File: src/ccc_pkg.sv
// ----------------------------------------------------------------------------
// ccc_pkg
// Shared types and codes of the coin change combination counter: controller
// states, action codes and the command and status bundles.
// ----------------------------------------------------------------------------
package ccc_pkg;

    // input action codes
    localparam logic ActAdd    = 1'b0;
    localparam logic ActFinish = 1'b1;

    typedef enum logic [2:0] {
        S_CLEAR,
        S_IDLE,
        S_ADD,
        S_DRAIN,
        S_FIN_RD,
        S_FIN_OUT
    } t_state;

    // controller to datapath
    typedef struct packed {
        logic accept;     // latch the input beat
        logic issue;      // read a and a-coin, step the address
        logic clear_wr;   // write the reset value, step the address
        logic fin_rd;     // read the entry at the target
        logic out_load;   // load the result register
        logic addr_zero;  // restart the address at zero
    } t_cmd;

    // datapath to controller
    typedef struct packed {
        logic last;       // address sits on the top amount
        logic coin_ok;    // incoming coin is inside 1..top amount
        logic out_free;   // result register can take a value
    } t_status;

endpackage

File: src/ccc_ctrl.sv
// ----------------------------------------------------------------------------
// ccc_ctrl
// Controller: sequences clearing sweeps, coin walks and finish reports.
// ----------------------------------------------------------------------------
module ccc_ctrl (
    input  logic              i_clk,
    input  logic              i_rst_n,
    input  logic              i_valid,
    input  logic              i_action,
    output logic              o_stall,
    input  ccc_pkg::t_status  i_status,
    output ccc_pkg::t_cmd     o_cmd
);

    ccc_pkg::t_state r_state;
    ccc_pkg::t_state n_state;

    always_ff @(posedge i_clk) begin
        if (!i_rst_n) begin
            r_state <= ccc_pkg::S_CLEAR;
        end else begin
            r_state <= n_state;
        end
    end

    always_comb begin
        n_state = r_state;
        unique case (r_state)
            ccc_pkg::S_CLEAR: begin
                if (i_status.last) begin
                    n_state = ccc_pkg::S_IDLE;
                end
            end
            ccc_pkg::S_IDLE: begin
                if (i_valid) begin
                    priority if (i_action == ccc_pkg::ActFinish) begin
                        n_state = ccc_pkg::S_FIN_RD;
                    end else if (i_status.coin_ok) begin
                        n_state = ccc_pkg::S_ADD;
                    end
                end
            end
            ccc_pkg::S_ADD: begin
                if (i_status.last) begin
                    n_state = ccc_pkg::S_DRAIN;
                end
            end
            ccc_pkg::S_DRAIN: begin
                n_state = ccc_pkg::S_IDLE;
            end
            ccc_pkg::S_FIN_RD: begin
                n_state = ccc_pkg::S_FIN_OUT;
            end
            ccc_pkg::S_FIN_OUT: begin
                if (i_status.out_free) begin
                    n_state = ccc_pkg::S_CLEAR;
                end
            end
            default: begin
                n_state = ccc_pkg::S_CLEAR;
            end
        endcase
    end

    always_comb begin
        o_cmd   = '0;
        o_stall = 1'b1;
        unique case (r_state)
            ccc_pkg::S_CLEAR: begin
                o_cmd.clear_wr = 1'b1;
            end
            ccc_pkg::S_IDLE: begin
                o_stall      = 1'b0;
                o_cmd.accept = i_valid;
            end
            ccc_pkg::S_ADD: begin
                o_cmd.issue = 1'b1;
            end
            ccc_pkg::S_DRAIN: begin
                o_cmd = '0;
            end
            ccc_pkg::S_FIN_RD: begin
                o_cmd.fin_rd = 1'b1;
            end
            ccc_pkg::S_FIN_OUT: begin
                o_cmd.out_load  = i_status.out_free;
                o_cmd.addr_zero = i_status.out_free;
            end
            default: begin
                o_cmd = '0;
            end
        endcase
    end

endmodule
File: config.mk
export PLATFORM = sky130hd
export DESIGN_NAME = ccc_ctrl
export DESIGN_NICKNAME = d
export VERILOG_FILES = /design/src/ccc_pkg.sv /design/src/ccc_ctrl.sv
export SDC_FILE = /design/constraint.sdc
export NUM_CORES = 1
export LEC_CHECK = 0
export BUFFER_PORTS_ARGS = -buffer_cell sky130_fd_sc_hd__clkbuf_2
export CORE_AREA = 2 2 39 41
export DETAILED_ROUTE_END_ITERATION = 7
export DIE_AREA = 0 0 41 43
export PLACE_DENSITY = 0.36
export SYNTH_ARGS = -nofsm -noshare
export SYNTH_HDL_FRONTEND = slang
export SYNTH_SLANG_ARGS = --single-unit
File: constraint.sdc
create_clock -name i_clk -period 1.3 [get_ports i_clk]
set_clock_uncertainty 0.1 [all_clocks]
set_input_delay 0.13 -clock i_clk [delete_from_list [all_inputs] [get_ports i_clk]]
set_output_delay 0.13 -clock i_clk [all_outputs]
set_load 0.005 [all_outputs]
; Yosys cells after proc, flatten, opt, wreduce, memory -nomap -nowiden
; Cells that the tools add are included.
[word_totals]
input_bits = 7
rom_bits = 0
ramBits = 0
ff_bits = 3
latchBits = 0
mem_count = 0
[op_classes]
order_cmp = 0
n_div = 0
n_eq_ne = 10
addsub = 0
n_bitwise = 0
n_shift = 0
reduce_logical = 2
mul = 0
mux = 13
[op_table]
columns = op, n
row1 = $mux W3, 6
row2 = $pmux W3 S6, 1
row3 = $ne A2 B2 Y1 const B, 4
row4 = $eq A3 B2 Y1 const B, 2
row5 = $eq A3 B3 Y1 const B, 2
row6 = $mux W1, 5
row7 = $reduce_and A5 Y1, 1
row8 = $eq A3 B1 Y1 const B, 1
row9 = $logic_not A3 Y1, 1
row10 = $ne A3 B3 Y1 const B, 1
row11 = $mux W2, 1

; Depth between registers and ports, before layout
[depth]
ltp_word = 4
mapped_depth = 4

; Worst setup path before layout
; OpenSTA, ideal clock, no wires.
[synth_timing]
path_kind = register -> register
from = register r_state[1]
to = register r_state[0]
synth_period_minus_slack_ps = 1118
t_arrival_ps = 889
t_required_ps = 1071
n_path_buf = 1
path_slack_ps = 182
stages_incl_launch_ff = 5
cell_sequence = dfxtp_1 > buf_6 > nor4bb_4 > o21a_1 > a211oi_2
[synth_via]
elab_chain_len = 3
elab_cells_between_ends = 13
cone_classes = eq/ne: 10 / mux: 1 / reduce/logical: 2
[synth_rtl]
columns = item, line_no
row1 = start: declaration, ccc_ctrl.sv:15  ; ccc_pkg::t_state r_state;
row2 = start signal: assignment, ccc_ctrl.sv:20  ; r_state <= ccc_pkg::S_CLEAR;
row3 = start signal: assignment, ccc_ctrl.sv:22  ; r_state <= n_state;
row4 = "$eq A3 B1 Y1, or another cell as far along", ccc_ctrl.sv:28  ; unique case (r_state)
row5 = $ne A3 B3 Y1 (no source line) / $ne A2 B2 Y1 (equally long branches), -
row6 = $reduce_and A5 Y1 (no source line), -
; Several ways; a longest one is shown, not always the timed one.
; A chain may end at the register's enable or synchronous reset.

; Final worst setup path
[layout_timing]
from = register r_state[1]
to = output o_stall
[layout_via]
elab_chain_len = 2
[layout_rtl]
columns = item, line_no
row1 = $eq A3 B1 Y1, ccc_ctrl.sv:68  ; unique case (r_state)
row2 = $mux W1, ccc_ctrl.sv:68
row3 = end: declaration, ccc_ctrl.sv:10  ; output logic o_stall,
; No other way between the ends.

==> flow_summary.json <==
{
  "numCtsBuffers": 3,
  "cts-root-buf": "clkbuf_4",
  "grt_max_degree": 12,
  "holdBufCountCts": 0,
  "detail_route.wirelength_um": 643,
  "violations": "setup timing",
  "fp-row-count": 14,
  "nNetsFinal": 50,
  "grt.total_usage_pct": 8.12,
  "power.switching_uw": 99.9,
  "pin_count": 14,
  "syn_area_sq_um": 245,
  "post-dp-hpwl_um": 430,
  "final_hold_viol_count": 0,
  "io_buffers": 13,
  "layout_commonest_cell": "clkbuf_2",
  "synth_cells": 24,
  "p_leak_uw": 0.000174,
  "ant_nets": 0,
  "drcViolationCount": 0,
  "dieWidth_um": 41,
  "routedWlPerCell_um": 11.1,
  "crit_type": "reg2out",
  "top_register": "r_state",
  "clk_pin_slew_ns": 0.04,
  "ir_drop_v": 0.000380,
  "worstPathCellList": "or3b_1, clkbuf_2",
  "clock_path_buffers": 2,
  "path_max_fanout": 7,
  "grt-ovfl-total": 0,
  "ys_ff_latch": 3,
  "seq_power_share_pct": 30.2,
  "start_util_pct": 17.7,
  "reg.largest.list": "r_state x3",
  "layout_setup_ws_ns": -0.0192,
  "rsz0062_at_grt": "yes",
  "cp.arrival_ns": 1.09,
  "core_sq_um": 1380,
  "drt_iter0_drc": 9,
  "ys_seq_area_share_pct": 24.5,
  "finalSetupViolations": 2,
  "status": "finished with violations",
  "htree_levels": 1,
  "swShare_pct": 27.8,
  "routabilityCongestion": 0.670,
  "dp.cells": 50,
  "area_delta_synth_final_pct": 53.6,
  "syn-mean-instance-area_sq_um": 10.2,
  "fin_crit_ns": 1.32,
  "muxShareOfSynthArea_pct": 0,
  "crit_path_top_delay_cell": "or3b_1",
  "dr.pass1.iters": 4,
  "insertion_delay_ns": 0.24,
  "mostFrequentLayoutCells": "clkbuf_2 (10), buf_4 (5), clkbuf_4 (3), buf_2 (3), dfxtp_4 (3)",
  "synth_cell_type_count": 18,
  "antenna_cells": 0,
  "dieHeight_um": 43,
  "worst_pin_slew_ns": 0.258,
  "hp-class": "in2reg",
  "grt_pass1_wl_um": 841,
  "p_per_area_nw_per_um2": 953,
  "required_ns": 1.07,
  "cts_tree": "built",
  "drive_above_1_share_pct": 71.4,
  "synth_top_family_by_area": "simple AND/OR/NAND/NOR gates",
  "grt_pass1_vias": 201,
  "cts.sinks": 3,
  "relSlewSlack_pct": 82.7,
  "comb_power_share_pct": 20.7,
  "synthXorXnorAreaFrac_pct": 0,
  "maxCapViolCount": 0,
  "pwr-share-clk_pct": 49.1,
  "vias": 252,
  "post-route-period-util_pct": 101,
  "ys_warn_count": 0,
  "synth_compound_area_share_pct": 20.9,
  "viasPerCell": 4.34,
  "antenna_found_initial": 0,
  "max_freq_mhz": 758,
  "largest_reg_flops": 3,
  "synth_fa_ha_area_share_pct": 0,
  "utilization_pct": 27.2,
  "slowest_delay_ns": 0.37,
  "synth-simple-area-share_pct": 40.8,
  "fin_cells": 58,
  "slew_viol_final": 0,
  "synth_fp_nets": 31,
  "internal_power_uw": 259,
  "endpoint_kind": "output pin",
  "die_area_sq_um": 1760,
  "startpoint_type": "flip-flop"
}
==> worst max-delay path, delay by kind of cell, from the launching register on <==
family | cells | cell delay, ns
flip-flops | 1 | 0.36
AND/OR/NAND/NOR | 1 | 0.37
buffers and inverters | 1 | 0.12
==> path summary, 6_finish.rpt <==
kind	startpoint	to	slack (ns)	depth (start not counted)
worst min-delay path	i_rst_n	r_state[0]$_SDFFE_PN0P_	0.05	3
worst max register to register	r_state[1]$_SDFFE_PN0P_	r_state[0]$_SDFFE_PN0P_	0.12	4
worst min register to register	r_state[2]$_SDFFE_PN0P_	r_state[1]$_SDFFE_PN0P_	0.41	1
worst max-delay path	r_state[1]$_SDFFE_PN0P_	o_stall	-0.02	2
==> Yosys cell counts <==
| cell | instances | area share [%] |
|---|---|---|
| buf_4 | 3 | 9.2 |
| dfxtp_1 | 3 | 24 |
| nor3b_1 | 3 | 9.2 |
| a211oi_2 | 1 | 5.1 |
| a21o_2 | 1 | 3.6 |
| a31oi_1 | 1 | 2.6 |
| a41oi_1 | 1 | 3.6 |
| and4b_2 | 1 | 4.6 |
| and4bb_2 | 1 | 5.1 |
| buf_6 | 1 | 4.6 |
| nand3_1 | 1 | 2.0 |
| nor2_1 | 1 | 1.5 |
| nor2b_1 | 1 | 2.6 |
| nor3_1 | 1 | 2.0 |
| nor4bb_4 | 1 | 10 |
| o21a_1 | 1 | 3.1 |
| o31ai_1 | 1 | 3.1 |
| or3b_1 | 1 | 3.6 |
==> cell families after synthesis <==
group | after synthesis
buf+inv | 4
simple gates | 11
compound gates | 6
flops | 3
==> per-layer routing <==
layer,share of wire [%],track usage (%),vias up
li1,-,-,126
met1,44,7.37,111
met2,46,10.6,13
met3,7.3,3.14,2
met4,1.9,12.0,0
met5,0,0,-
==> final cells by class <==
class                   instances  area [sq um]
fillers                       151          1010
multi-input cells              17           156
repair buffers                 18           103
flip-flops and latches          3          71.3
clock buffers                   4          26.3
well taps                      16          20.0
==> what timing repair did <==
item	in CTS	in global routing
pin swaps	2	0
cloned	0	0
gates resized for setup	6	4
buffers inserted	2	2
setup endpoints to repair	6	2
==> power by group through the flow <==
stage | sequential [uW] | clock [uW] | combinational (uW)
after detailed placement | 113 | 0 | 62.9
after floorplan | 103 | 0 | 48.3
after global routing | 110 | 189 | 80.4
after global placement | 112 | 0 | 63.5
after CTS | 109 | 184 | 67.4
final | 108 | 176 | 74.2
==> metrics by stage <==
stage          setup WS (ns)  cell area (sq um)  hold WS, ns  TNS (ns)  total power [uW]
6_report             -0.0192                377       0.0460   -0.0199               359
5_1_grt              -0.0606                377       0.0456    -0.117               379
4_1_cts              -0.0359                357       0.0353   -0.0359               361
3_5_place_dp          0.0879                304        0.302         0               176
3_3_place_gp          0.0946                304        0.311         0               176
2_1_floorplan          0.182                245        0.182         0               151
No activity file was read; power rests on OpenSTA's default activity.
